File: config.mk
export PLATFORM = sky130hd
export DESIGN_NAME = http_chunked_decoder_flat
export DESIGN_NICKNAME = d
export VERILOG_FILES = /design/src/hw/rtl/hcd_pkg.sv /design/src/hw/rtl/hcd_in_if.sv /design/src/hw/rtl/hcd_out_if.sv /design/src/hw/rtl/hcd_front.sv /design/src/hw/rtl/hcd_queue.sv /design/src/hw/rtl/hcd_back.sv /design/src/hw/rtl/http_chunked_decoder.sv /design/src/flat_wrapper.sv
export VERILOG_INCLUDE_DIRS = /design/src /design/src/hw/rtl
export SDC_FILE = /design/constraint.sdc
export NUM_CORES = 1
export LEC_CHECK = 0
export BUFFER_PORTS_ARGS = -buffer_cell sky130_fd_sc_hd__clkbuf_2
export CORE_ASPECT_RATIO = 0.8
export CORE_MARGIN = 2
export CORE_UTILIZATION = 45
export CTS_CLUSTER_DIAMETER = 40
export DETAILED_ROUTE_END_ITERATION = 10
export PLACE_DENSITY = 0.66
export SYNTH_ARGS = -nofsm -noshare
export SYNTH_HDL_FRONTEND = slang
export SYNTH_HIERARCHICAL = 1
export SYNTH_SLANG_ARGS = --single-unit
File: constraint.sdc
create_clock -name clk_i -period 7.1 [get_ports clk_i]
set_clock_uncertainty 0.1 [all_clocks]
set_input_delay 0.71 -clock clk_i [delete_from_list [all_inputs] [get_ports clk_i]]
set_output_delay 0.71 -clock clk_i [all_outputs]
set_load 0.02 [all_outputs]
File: src/hw/rtl/assert_macros.svh
// ----------------------------------------------------------------------------
// Assertion macros
// Shared concurrent assertion shorthands; empty when SYNTH is defined.
// ----------------------------------------------------------------------------
`ifndef ASSERT_MACROS_SVH
`define ASSERT_MACROS_SVH
`ifndef SYNTH
`define ASSERT_PROP(label, clk, rst_n, prop) \
  label: assert property (@(posedge clk) disable iff (!rst_n) prop) \
    else $error("assertion failed");
`define ASSERT_NEVER(label, clk, rst_n, cond) \
  label: assert property (@(posedge clk) disable iff (!rst_n) !(cond)) \
    else $error("forbidden condition seen");
`else
`define ASSERT_PROP(label, clk, rst_n, prop)
`define ASSERT_NEVER(label, clk, rst_n, cond)
`endif
`endif

File: src/hw/rtl/hcd_pkg.sv
// ----------------------------------------------------------------------------
// Chunked decoder package
// Result codes, character constants, queue entry type and byte classifiers.
// ----------------------------------------------------------------------------
package hcd_pkg;

  localparam int TotalW     = 32;
  localparam int LogRadix   = 4;
  localparam int QueueDepth = 4;
  localparam int QueuePtrW  = 2;
  localparam int QueueCntW  = 3;

  localparam logic [7:0] CharCr    = 8'h0d;
  localparam logic [7:0] CharLf    = 8'h0a;
  localparam logic [7:0] CharZero  = 8'h30;
  localparam logic [7:0] CharLowX  = 8'h78;
  localparam logic [7:0] CharHighX = 8'h58;

  typedef enum logic [1:0] {
    KIND_PAYLOAD = 2'd0,
    KIND_DONE    = 2'd1,
    KIND_ERROR   = 2'd2
  } kind_e;

  typedef struct packed {
    logic              has_payload;
    logic [7:0]        payload_byte;
    logic              has_final;
    kind_e             final_kind;
    logic [TotalW-1:0] total_size;
  } entry_t;

  // {is_hex, value}
  function automatic logic [4:0] hex_digit(logic [7:0] c);
    logic [4:0] r;
    r = 5'd0;
    if (c >= 8'h30 && c <= 8'h39) begin
      r = {1'b1, 4'(c - 8'h30)};
    end else if (c >= 8'h61 && c <= 8'h66) begin
      r = {1'b1, 4'(c - 8'h57)};
    end else if (c >= 8'h41 && c <= 8'h46) begin
      r = {1'b1, 4'(c - 8'h37)};
    end
    return r;
  endfunction

  function automatic logic is_space(logic [7:0] c);
    return (c == 8'h20) || (c >= 8'h09 && c <= 8'h0d);
  endfunction

endpackage

File: src/hw/rtl/hcd_in_if.sv
// ----------------------------------------------------------------------------
// Chunked decoder input channel
// Valid/ready channel carrying one raw message byte per transfer.
// ----------------------------------------------------------------------------
interface hcd_in_if;
  logic       valid;
  logic       ready;
  logic [7:0] data_byte;
  logic       end_of_message;

  modport source(output valid, output data_byte, output end_of_message, input ready);
  modport sink(input valid, input data_byte, input end_of_message, output ready);
endinterface

File: src/hw/rtl/hcd_out_if.sv
// ----------------------------------------------------------------------------
// Chunked decoder output channel
// Valid/ready channel carrying one decoded result per transfer.
// ----------------------------------------------------------------------------
interface hcd_out_if;
  logic                          valid;
  logic                          ready;
  hcd_pkg::kind_e                kind;
  logic [7:0]                    payload_byte;
  logic [hcd_pkg::TotalW-1:0]    total_size;
  logic                          final_result;

  modport source(output valid, output kind, output payload_byte, output total_size,
                 output final_result, input ready);
  modport sink(input valid, input kind, input payload_byte, input total_size,
               input final_result, output ready);
endinterface

File: src/hw/rtl/hcd_front.sv
// ----------------------------------------------------------------------------
// Chunked decoder front end
// Parses size lines, tracks chunk payload and CR LF, queues result entries.
// ----------------------------------------------------------------------------
module hcd_front #(
  parameter int unsigned SIZE_BITS = 32
) (
  input  logic            clk_i,
  input  logic            rst_ni,
  hcd_in_if.sink          in_i,
  input  logic            q_ready_i,
  output logic            push_o,
  output hcd_pkg::entry_t entry_o
);

  localparam int SB   = SIZE_BITS;
  localparam int ExtW = (SB > hcd_pkg::TotalW) ? SB : hcd_pkg::TotalW;

  typedef enum logic [3:0] {
    PH_SIZE = 4'b0001,
    PH_DATA = 4'b0010,
    PH_SKIP = 4'b0100,
    PH_DONE = 4'b1000
  } phase_e;

  typedef enum logic [5:0] {
    SC_START  = 6'b000001,
    SC_ZERO   = 6'b000010,
    SC_PREFIX = 6'b000100,
    SC_DIGITS = 6'b001000,
    SC_AFTER  = 6'b010000,
    SC_BAD    = 6'b100000
  } scan_e;

  phase_e        phase_q, phase_d;
  scan_e         scan_q, scan_d, scan_n;
  logic [7:0]    prev_q, prev_d;
  logic [SB-1:0] size_q, size_d, size_n, size_acc;
  logic [SB-1:0] left_q, left_d, left_n;
  logic [SB-1:0] total_q, total_d;
  logic [SB:0]   total_sum;
  logic [ExtW-1:0]           total_ext;
  logic [hcd_pkg::TotalW-1:0] total_sat;

  logic [7:0] c;
  logic       eom;
  logic       accept;
  logic [4:0] hex;
  logic       have_digit;
  logic       crlf;
  logic       emit_pay;
  logic       emit_fin;
  hcd_pkg::kind_e fin_kind;

  assign c         = in_i.data_byte;
  assign eom       = in_i.end_of_message;
  assign in_i.ready = q_ready_i;
  assign accept    = in_i.valid && q_ready_i;
  assign hex       = hcd_pkg::hex_digit(c);
  assign crlf      = (prev_q == hcd_pkg::CharCr) && (c == hcd_pkg::CharLf);

  // saturate on overflow of the shifted size
  assign size_acc = (size_q[SB-1 -: hcd_pkg::LogRadix] != '0) ? '1
                  : {size_q[SB-hcd_pkg::LogRadix-1:0], hex[3:0]};

  assign total_sum = {1'b0, total_q} + {1'b0, size_n};
  assign left_n    = (left_q != '0) ? left_q - SB'(1) : left_q;
  assign total_ext = ExtW'(total_q);
  assign total_sat = (total_ext > ExtW'({hcd_pkg::TotalW{1'b1}})) ? '1
                   : total_ext[hcd_pkg::TotalW-1:0];

  always_comb begin
    scan_n = scan_q;
    size_n = size_q;
    unique case (scan_q) inside
      SC_START: begin
        if (c == hcd_pkg::CharZero) begin
          scan_n = SC_ZERO;
        end else if (hex[4]) begin
          size_n = size_acc;
          scan_n = SC_DIGITS;
        end else if (!hcd_pkg::is_space(c)) begin
          scan_n = SC_BAD;
        end
      end
      SC_ZERO: begin
        if (c == hcd_pkg::CharLowX || c == hcd_pkg::CharHighX) begin
          scan_n = SC_PREFIX;
        end else if (hex[4]) begin
          size_n = size_acc;
          scan_n = SC_DIGITS;
        end else begin
          scan_n = SC_AFTER;
        end
      end
      SC_PREFIX, SC_DIGITS: begin
        if (hex[4]) begin
          size_n = size_acc;
          scan_n = SC_DIGITS;
        end else begin
          scan_n = SC_AFTER;
        end
      end
      default: begin
        scan_n = scan_q;
      end
    endcase
  end

  assign have_digit = (scan_n == SC_ZERO) || (scan_n == SC_PREFIX) ||
                      (scan_n == SC_DIGITS) || (scan_n == SC_AFTER);

  always_comb begin
    phase_d  = phase_q;
    scan_d   = scan_q;
    prev_d   = prev_q;
    size_d   = size_q;
    left_d   = left_q;
    total_d  = total_q;
    emit_pay = 1'b0;
    emit_fin = 1'b0;
    fin_kind = hcd_pkg::KIND_ERROR;

    unique case (phase_q)
      PH_SIZE: begin
        scan_d = scan_n;
        size_d = size_n;
        if (crlf) begin
          if (!have_digit) begin
            emit_fin = 1'b1;
          end else if (size_n == '0) begin
            emit_fin = 1'b1;
            fin_kind = hcd_pkg::KIND_DONE;
          end else begin
            total_d = total_sum[SB] ? '1 : total_sum[SB-1:0];
            left_d  = size_n;
            phase_d = PH_DATA;
            emit_fin = eom;
          end
        end else if (eom) begin
          emit_fin = 1'b1;
          if (have_digit && size_n == '0) begin
            fin_kind = hcd_pkg::KIND_DONE;
          end
        end else begin
          prev_d = c;
        end
      end
      PH_DATA: begin
        emit_pay = 1'b1;
        left_d   = left_n;
        if (left_n == '0) begin
          phase_d = PH_SKIP;
          prev_d  = '0;
        end
        emit_fin = eom;
      end
      PH_SKIP: begin
        if (eom) begin
          emit_fin = 1'b1;
        end else if (crlf) begin
          phase_d = PH_SIZE;
          prev_d  = '0;
          size_d  = '0;
          scan_d  = SC_START;
        end else begin
          prev_d = c;
        end
      end
      default: begin
        phase_d = phase_q;
      end
    endcase

    if (eom) begin
      phase_d = PH_SIZE;
      scan_d  = SC_START;
      prev_d  = '0;
      size_d  = '0;
      left_d  = '0;
      total_d = '0;
    end else if (emit_fin) begin
      phase_d = PH_DONE;
    end
  end

  always_ff @(posedge clk_i or negedge rst_ni) begin
    if (!rst_ni) begin
      phase_q <= PH_SIZE;
      scan_q  <= SC_START;
      prev_q  <= '0;
      size_q  <= '0;
      left_q  <= '0;
      total_q <= '0;
    end else if (accept) begin
      phase_q <= phase_d;
      scan_q  <= scan_d;
      prev_q  <= prev_d;
      size_q  <= size_d;
      left_q  <= left_d;
      total_q <= total_d;
    end
  end

  assign push_o               = accept && (emit_pay || emit_fin);
  assign entry_o.has_payload  = emit_pay;
  assign entry_o.payload_byte = c;
  assign entry_o.has_final    = emit_fin;
  assign entry_o.final_kind   = fin_kind;
  assign entry_o.total_size   = (fin_kind == hcd_pkg::KIND_DONE) ? total_sat : '0;

endmodule

File: src/hw/rtl/hcd_queue.sv
// ----------------------------------------------------------------------------
// Chunked decoder entry queue
// Small register FIFO between front end and output stage.
// ----------------------------------------------------------------------------
`include "assert_macros.svh"

module hcd_queue (
  input  logic            clk_i,
  input  logic            rst_ni,
  input  logic            push_i,
  input  hcd_pkg::entry_t entry_i,
  output logic            ready_o,
  output logic            valid_o,
  output hcd_pkg::entry_t entry_o,
  input  logic            pop_i
);

  hcd_pkg::entry_t                 mem_q [hcd_pkg::QueueDepth];
  logic [hcd_pkg::QueuePtrW-1:0]   wr_ptr_q, rd_ptr_q;
  logic [hcd_pkg::QueueCntW-1:0]   count_q;

  assign ready_o = (count_q != hcd_pkg::QueueCntW'(hcd_pkg::QueueDepth));
  assign valid_o = (count_q != '0);
  assign entry_o = mem_q[rd_ptr_q];

  always_ff @(posedge clk_i) begin
    if (push_i) begin
      mem_q[wr_ptr_q] <= entry_i;
    end
  end

  always_ff @(posedge clk_i or negedge rst_ni) begin
    if (!rst_ni) begin
      wr_ptr_q <= '0;
      rd_ptr_q <= '0;
      count_q  <= '0;
    end else begin
      if (push_i) begin
        wr_ptr_q <= wr_ptr_q + hcd_pkg::QueuePtrW'(1);
      end
      if (pop_i) begin
        rd_ptr_q <= rd_ptr_q + hcd_pkg::QueuePtrW'(1);
      end
      if (push_i && !pop_i) begin
        count_q <= count_q + hcd_pkg::QueueCntW'(1);
      end else if (pop_i && !push_i) begin
        count_q <= count_q - hcd_pkg::QueueCntW'(1);
      end
    end
  end

  `ASSERT_NEVER(q_no_overflow, clk_i, rst_ni, push_i && !ready_o)
  `ASSERT_NEVER(q_no_underflow, clk_i, rst_ni, pop_i && !valid_o)

endmodule

File: src/hw/rtl/hcd_back.sv
// ----------------------------------------------------------------------------
// Chunked decoder output stage
// Expands queue entries into result transfers through an output register.
// ----------------------------------------------------------------------------
`include "assert_macros.svh"

module hcd_back (
  input  logic            clk_i,
  input  logic            rst_ni,
  input  logic            q_valid_i,
  input  hcd_pkg::entry_t q_entry_i,
  output logic            q_pop_o,
  hcd_out_if.source       out_o
);

  logic            out_valid_q, out_valid_d;
  hcd_pkg::kind_e  kind_q, kind_d;
  logic [7:0]      byte_q, byte_d;
  logic [hcd_pkg::TotalW-1:0] total_q, total_d;
  logic            final_q, final_d;
  logic            pend_q, pend_d;
  hcd_pkg::entry_t pend_entry_q, pend_entry_d;
  logic            slot_free;

  assign slot_free = !out_valid_q || out_o.ready;
  assign q_pop_o   = slot_free && !pend_q && q_valid_i;

  always_comb begin
    out_valid_d  = out_valid_q && !out_o.ready;
    kind_d       = kind_q;
    byte_d       = byte_q;
    total_d      = total_q;
    final_d      = final_q;
    pend_d       = pend_q;
    pend_entry_d = pend_entry_q;
    if (slot_free) begin
      if (pend_q) begin
        out_valid_d = 1'b1;
        kind_d      = pend_entry_q.final_kind;
        byte_d      = '0;
        total_d     = pend_entry_q.total_size;
        final_d     = 1'b1;
        pend_d      = 1'b0;
      end else if (q_valid_i) begin
        out_valid_d = 1'b1;
        if (q_entry_i.has_payload) begin
          kind_d       = hcd_pkg::KIND_PAYLOAD;
          byte_d       = q_entry_i.payload_byte;
          total_d      = '0;
          final_d      = 1'b0;
          pend_d       = q_entry_i.has_final;
          pend_entry_d = q_entry_i;
        end else begin
          kind_d  = q_entry_i.final_kind;
          byte_d  = '0;
          total_d = q_entry_i.total_size;
          final_d = 1'b1;
        end
      end
    end
  end

  always_ff @(posedge clk_i or negedge rst_ni) begin
    if (!rst_ni) begin
      out_valid_q <= 1'b0;
      pend_q      <= 1'b0;
    end else begin
      out_valid_q <= out_valid_d;
      pend_q      <= pend_d;
    end
  end

  always_ff @(posedge clk_i) begin
    kind_q       <= kind_d;
    byte_q       <= byte_d;
    total_q      <= total_d;
    final_q      <= final_d;
    pend_entry_q <= pend_entry_d;
  end

  assign out_o.valid        = out_valid_q;
  assign out_o.kind         = kind_q;
  assign out_o.payload_byte = byte_q;
  assign out_o.total_size   = total_q;
  assign out_o.final_result = final_q;

  `ASSERT_PROP(back_pend_has_out, clk_i, rst_ni, pend_q |-> out_valid_q)
  `ASSERT_PROP(back_pend_after_payload, clk_i, rst_ni, pend_q |-> kind_q == hcd_pkg::KIND_PAYLOAD)

endmodule

File: src/hw/rtl/http_chunked_decoder.sv
// ----------------------------------------------------------------------------
// HTTP chunked body decoder
// Input channel in_i: one raw body byte per transfer, end_of_message set on
// the last byte of a message. Output channel out_o: one result per transfer,
// kind payload (a decoded payload byte), done (total_size holds the sum of
// chunk sizes, saturated) or error; final_result marks done and error.
// One input byte is taken every cycle while the entry queue has room; the
// parser updates its line and chunk state as each byte is accepted.
// Each result passes through the queue and then the output register. A
// byte yields at most two results (payload then error on a truncated
// chunk), which leave as two separate output transfers.
// When the receiver stalls, results wait in the output register and the
// 4-entry queue; input ready drops once the queue is full.
// Reset clears the parser to the start of a size line and empties the
// queue and output stage; no result is pending after reset.
// ----------------------------------------------------------------------------
module http_chunked_decoder #(
  parameter int unsigned SIZE_BITS = 32
) (
  input  logic      clk_i,
  input  logic      rst_ni,
  hcd_in_if.sink    in_i,
  hcd_out_if.source out_o
);

  logic            push;
  logic            q_ready;
  logic            q_valid;
  logic            q_pop;
  hcd_pkg::entry_t push_entry;
  hcd_pkg::entry_t head_entry;

  hcd_front #(
    .SIZE_BITS(SIZE_BITS)
  ) u_front (
    .clk_i    (clk_i),
    .rst_ni   (rst_ni),
    .in_i     (in_i),
    .q_ready_i(q_ready),
    .push_o   (push),
    .entry_o  (push_entry)
  );

  hcd_queue u_queue (
    .clk_i  (clk_i),
    .rst_ni (rst_ni),
    .push_i (push),
    .entry_i(push_entry),
    .ready_o(q_ready),
    .valid_o(q_valid),
    .entry_o(head_entry),
    .pop_i  (q_pop)
  );

  hcd_back u_back (
    .clk_i    (clk_i),
    .rst_ni   (rst_ni),
    .q_valid_i(q_valid),
    .q_entry_i(head_entry),
    .q_pop_o  (q_pop),
    .out_o    (out_o)
  );

endmodule

File: src/flat_wrapper.sv
// flat-port wrapper written by rule: the top's interface ports become plain ports
module http_chunked_decoder_flat 
#(
  parameter int unsigned SIZE_BITS = 32
)
  (clk_i, rst_ni, in_i_valid, in_i_data_byte, in_i_end_of_message, in_i_ready, out_o_valid, out_o_kind, out_o_payload_byte, out_o_total_size, out_o_final_result, out_o_ready);
  hcd_in_if in_i_i ();
  hcd_out_if out_o_i ();
  input  logic clk_i;
  input  logic rst_ni;
  input wire logic [$bits(in_i_i.valid)-1:0] in_i_valid;
  input wire logic [$bits(in_i_i.data_byte)-1:0] in_i_data_byte;
  input wire logic [$bits(in_i_i.end_of_message)-1:0] in_i_end_of_message;
  output wire logic [$bits(in_i_i.ready)-1:0] in_i_ready;
  output wire logic [$bits(out_o_i.valid)-1:0] out_o_valid;
  output wire logic [$bits(out_o_i.kind)-1:0] out_o_kind;
  output wire logic [$bits(out_o_i.payload_byte)-1:0] out_o_payload_byte;
  output wire logic [$bits(out_o_i.total_size)-1:0] out_o_total_size;
  output wire logic [$bits(out_o_i.final_result)-1:0] out_o_final_result;
  input wire logic [$bits(out_o_i.ready)-1:0] out_o_ready;
  assign in_i_i.valid = in_i_valid;
  assign in_i_i.data_byte = in_i_data_byte;
  assign in_i_i.end_of_message = in_i_end_of_message;
  assign in_i_ready = in_i_i.ready;
  assign out_o_valid = out_o_i.valid;
  assign out_o_kind = out_o_i.kind;
  assign out_o_payload_byte = out_o_i.payload_byte;
  assign out_o_total_size = out_o_i.total_size;
  assign out_o_final_result = out_o_i.final_result;
  assign out_o_i.ready = out_o_ready;
  http_chunked_decoder #(.SIZE_BITS(SIZE_BITS)) u_core (.clk_i(clk_i), .rst_ni(rst_ni), .in_i(in_i_i), .out_o(out_o_i));
endmodule
==> key figures <==
Floorplanning
  • Num ports: 58
  • Die width: 231 µm
  • Area of the die: 0.0429 mm²
  • Core area: 0.0406 mm²
  • Row count: 66
  • Starting Density: 0.456
  • Die H: 186 µm

Logic synthesis
  • Dominant synthesized flop cell: edfxtp_1
  • Yosys reg bits: 376
  • Synth Warn #: 6
  • Post-synth ARST share: 0.327
  • Post-synth EDFFs: 253
  • Syn Nets: 1,602
  • Cell taking the most area after synthesis: edfxtp_1
  • Post-synthesis sequential area ratio: 0.576
  • Synth cell types: 89
  • Top cell type's share of synthesized area: 0.410
  • Post-Synthesis Cells: 1,543
  • Synthesized area: 0.0185 mm²
  • Synth area leaders: edfxtp_1 (41%), dfrtp_1 (16%), mux4_2 (4.6%)
  • Avg Synthesized Cell Area: 12.0 µm²

CTS
  • CTS Sinks: 376
  • Hold-fix buffers, CTS: 0
  • Num CTS Buffers: 48
  • Post CTS Setup Buffer Count: 0
  • CTS Buffer Depth: 3
  • CTS tree: done
  • # H-tree levels: 2
  • Clock Tree Root: clkbuf_16
  • Post_cts resized: 0
  • Latest clock arrival within the worst-skew pair: 560 ps
  • Reg clk slew, reported paths: 60 ps

Timing
  • Slew Limit Headroom: 0.300
  • Fin. max-slew vios: 0
  • Final hold violation count: 0
  • RSZ-0062 raised after global routing: no
  • Fmax: 173 MHz
  • Min Hold Slack: 150 ps
  • Worst slew pin tran: 1050 ps
  • Final setup fails: 0
  • Final period util: 0.815
  • Total Neg Setup Slack: 0 ps
  • Tmin final: 5790 ps

Worst hold path
  • Hold crit path type: input port to asynchronous set/reset pin

Route
  • Vias: 12,400
  • WL final: 41,600 µm
  • Routed wire per std cell: 19.2 µm
  • DRT iter0 DRCs: 1,121
  • Vias per Instance: 5.75
  • Final ANT Viol Nets: 0
  • Post-route DRC: 0
  • 1st-pass router iterations: 6

Place
  • Placed Instance Area: 0.0191 mm²
  • HPWL after DPL: 27,800 µm
  • Input/output buffers: 57
  • Gpl congestion: 0.916

Power and ir drop
  • VDD IR max: 0.249 mV
  • Power Density: 496 mW/mm²
  • Leak: 8.40 nW
  • Tot Pwr: 10.3 mW

Global route
  • Top Usage Layer GRT: met1
  • M2 GR Usage: 0.296
  • Initial antenna violation count: 0
  • GR Util All Layers: 0.196
  • GR Util met3: 0.0332
  • GRT Residual Overflow: 0
  • GR Util met1: 0.298
  • Largest net degree at the start of global routing: 68
  • Vias in the first global route: 12,000
  • First-pass GRT wire length: 66,600 µm

Worst setup path
  • Reg2reg start: u_core/u_front/scan_q[0]$_DFFE_PN1P_
  • Crit path max fanout: 67
  • Critical Path RT: 7430 ps
  • CP Launch Point: in_i_data_byte[0]
  • CP startpoint kind: input port
  • Crit path arrival time: 6120 ps
  • Crit path capture type: flop
  • Kind of critical path: input port to flop

Final layout
  • Post-route cell area: 0.0209 mm²
  • Area growth, synth to finish: 12.5%
  • Fin util: 0.513
  • Diodes inserted: 0
  • Fillers: 3,518
  • Ratio of cells with drive above 1 in the final layout: 0.143
  • Nets: 1,639

Status
  • Outcome: finished clean

Flow run
  • Maxcap violations: 0
placed cells by master (no fill, tap or decap), types with 8 or more instances in the layout:
master / count
a21o_1: 19
a21oi_1: 84
a22o_1: 57
a31oi_1: 11
and2_1: 49
and3_1: 14
buf_4: 22
bufinv_16: 8
clkbuf_16: 49
clkbuf_2: 56
dfrtp_1: 119
edfxtp_1: 253
ha_1: 44
inv_1: 45
mux2i_1: 11
mux4_2: 38
nand2_1: 145
nand2b_1: 11
nand3_1: 11
nand4_1: 13
nor2_1: 132
nor2b_1: 12
nor3_1: 26
nor4_1: 19
o211ai_1: 10
o21a_1: 10
o21ai_0: 110
o21ai_1: 21
or3_1: 12
xnor2_1: 27
xor2_1: 13
path summary, 6_finish.rpt:
path	to	slack, ps	cells after the start
worst max-delay path	u_core/u_front/total_ext[21]$_DFFE_PN0P_	1310	22
worst min-delay path	u_core/u_front/left_q[3]$_DFFE_PN0P_	150	1
worst max register to register	u_core/u_front/total_ext[21]$_DFFE_PN0P_	1340	19
worst min register to register	u_core/u_front/total_ext[17]$_DFFE_PN0P_	400	2
max in group asynchronous	u_core/u_front/size_q[12]$_DFFE_PN0P_	5340	2
min in group clk_i	u_core/u_queue/mem_q[3][40]$_DFFE_PP_	400	1
cells in the mapped netlist, types with 12 or more instances:
library cell	count
a21o_1	19
a21oi_1	84
a22o_1	57
and2_1	53
and3_1	14
buf_2	16
buf_4	16
clkbuf_1	47
dfrtp_1	121
edfxtp_1	253
ha_1	44
inv_1	45
mux4_2	38
nand2_1	145
nand4_1	13
nor2_1	132
nor2b_1	12
nor3_1	26
nor4_1	19
o21ai_0	110
o21ai_1	21
or3_1	12
xnor2_1	27
xor2_1	13
critical path, cell delays in order:
cell and delay (ps):
clkbuf_2 180, inv_1 170, ha_1 260, o21bai_1 100, a21oi_1 460, nor3_2 160, a211oi_4 280, buf_12 290
nor2_1 70, a21oi_1 260, ha_1 350, a21o_1 210, a221oi_1 490, o21ai_0 220, o211a_1 280, o21a_1 220
o22ai_1 390, o31a_1 210, a21oi_1 90, buf_4 200, a2111oi_0 360, o21ai_0 120
where the power goes:
group | leakage, nW | switching, mW | internal [mW]
logic | 3.54 | 2.86 | 1.61
clock network | 0.819 | 0.960 | 1.57
registers | 4.05 | 0.309 | 3.02
total | 8.40 | 4.13 | 6.21
metrics by stage:
step / setup WS, ps / instances
after global routing: 886 / 2161
after floorplan: 1600 / 1543
after global placement: 1040 / 2074
after detailed placement: 812 / 2074
after CTS: 1400 / 2161
final: 1310 / 2161
kinds of logic (layout without fill, tap and decap cells):
family | after synthesis | after routing | share of synthesized area
AOI/OAI and AO/OA | 398 | 398 | 0.141
muxes | 61 | 61 | 0.0647
adders and majority gates | 46 | 46 | 0.0319
DFF | 376 | 376 | 0.576
and+or+nand+nor | 485 | 485 | 0.129
buffers and inverters | 137 | 211 | 0.0389
xor gates and xnor gates | 40 | 40 | 0.0189
flip-flops by register name (all words and copies together) (netlist names), 6 cells and up:
| signal | flops |
|---|---|
| u_core/u_back/pend_entry_q | 34 |
| u_core/u_front/scan_q | 6 |
| u_core/u_queue/mem_q | 176 |
| u_core/u_back/out_o.total_size | 32 |
| u_core/u_front/left_q | 32 |
| u_core/u_back/out_o.payload_byte | 8 |
| u_core/u_front/prev_q | 8 |
| u_core/u_front/total_ext | 32 |
| u_core/u_front/size_q | 32 |
metal layers:
| metal | wire [µm] | vias up |
|---|---|---|
| li1 | - | 5850 |
| met1 | 20300 | 6120 |
| met2 | 18300 | 409 |
| met3 | 2510 | 40 |
| met4 | 479 | 0 |
| met5 | 0 | - |
area by class of cell:
| cell class | count | area [µm²] | share of cell area |
|---|---|---|---|
| clock buffers | 52 | 1240 | 0.0593 |
| clock inverters | 35 | 469 | 0.0225 |
| inverters | 45 | 169 | 0.00810 |
| multi-input cells | 1030 | 7150 | 0.343 |
| flip-flops and latches | 376 | 10700 | 0.512 |
| well taps | 544 | 681 | 0.0326 |
| repair buffers | 79 | 465 | 0.0223 |
Power figures use the tool's default switching activity.
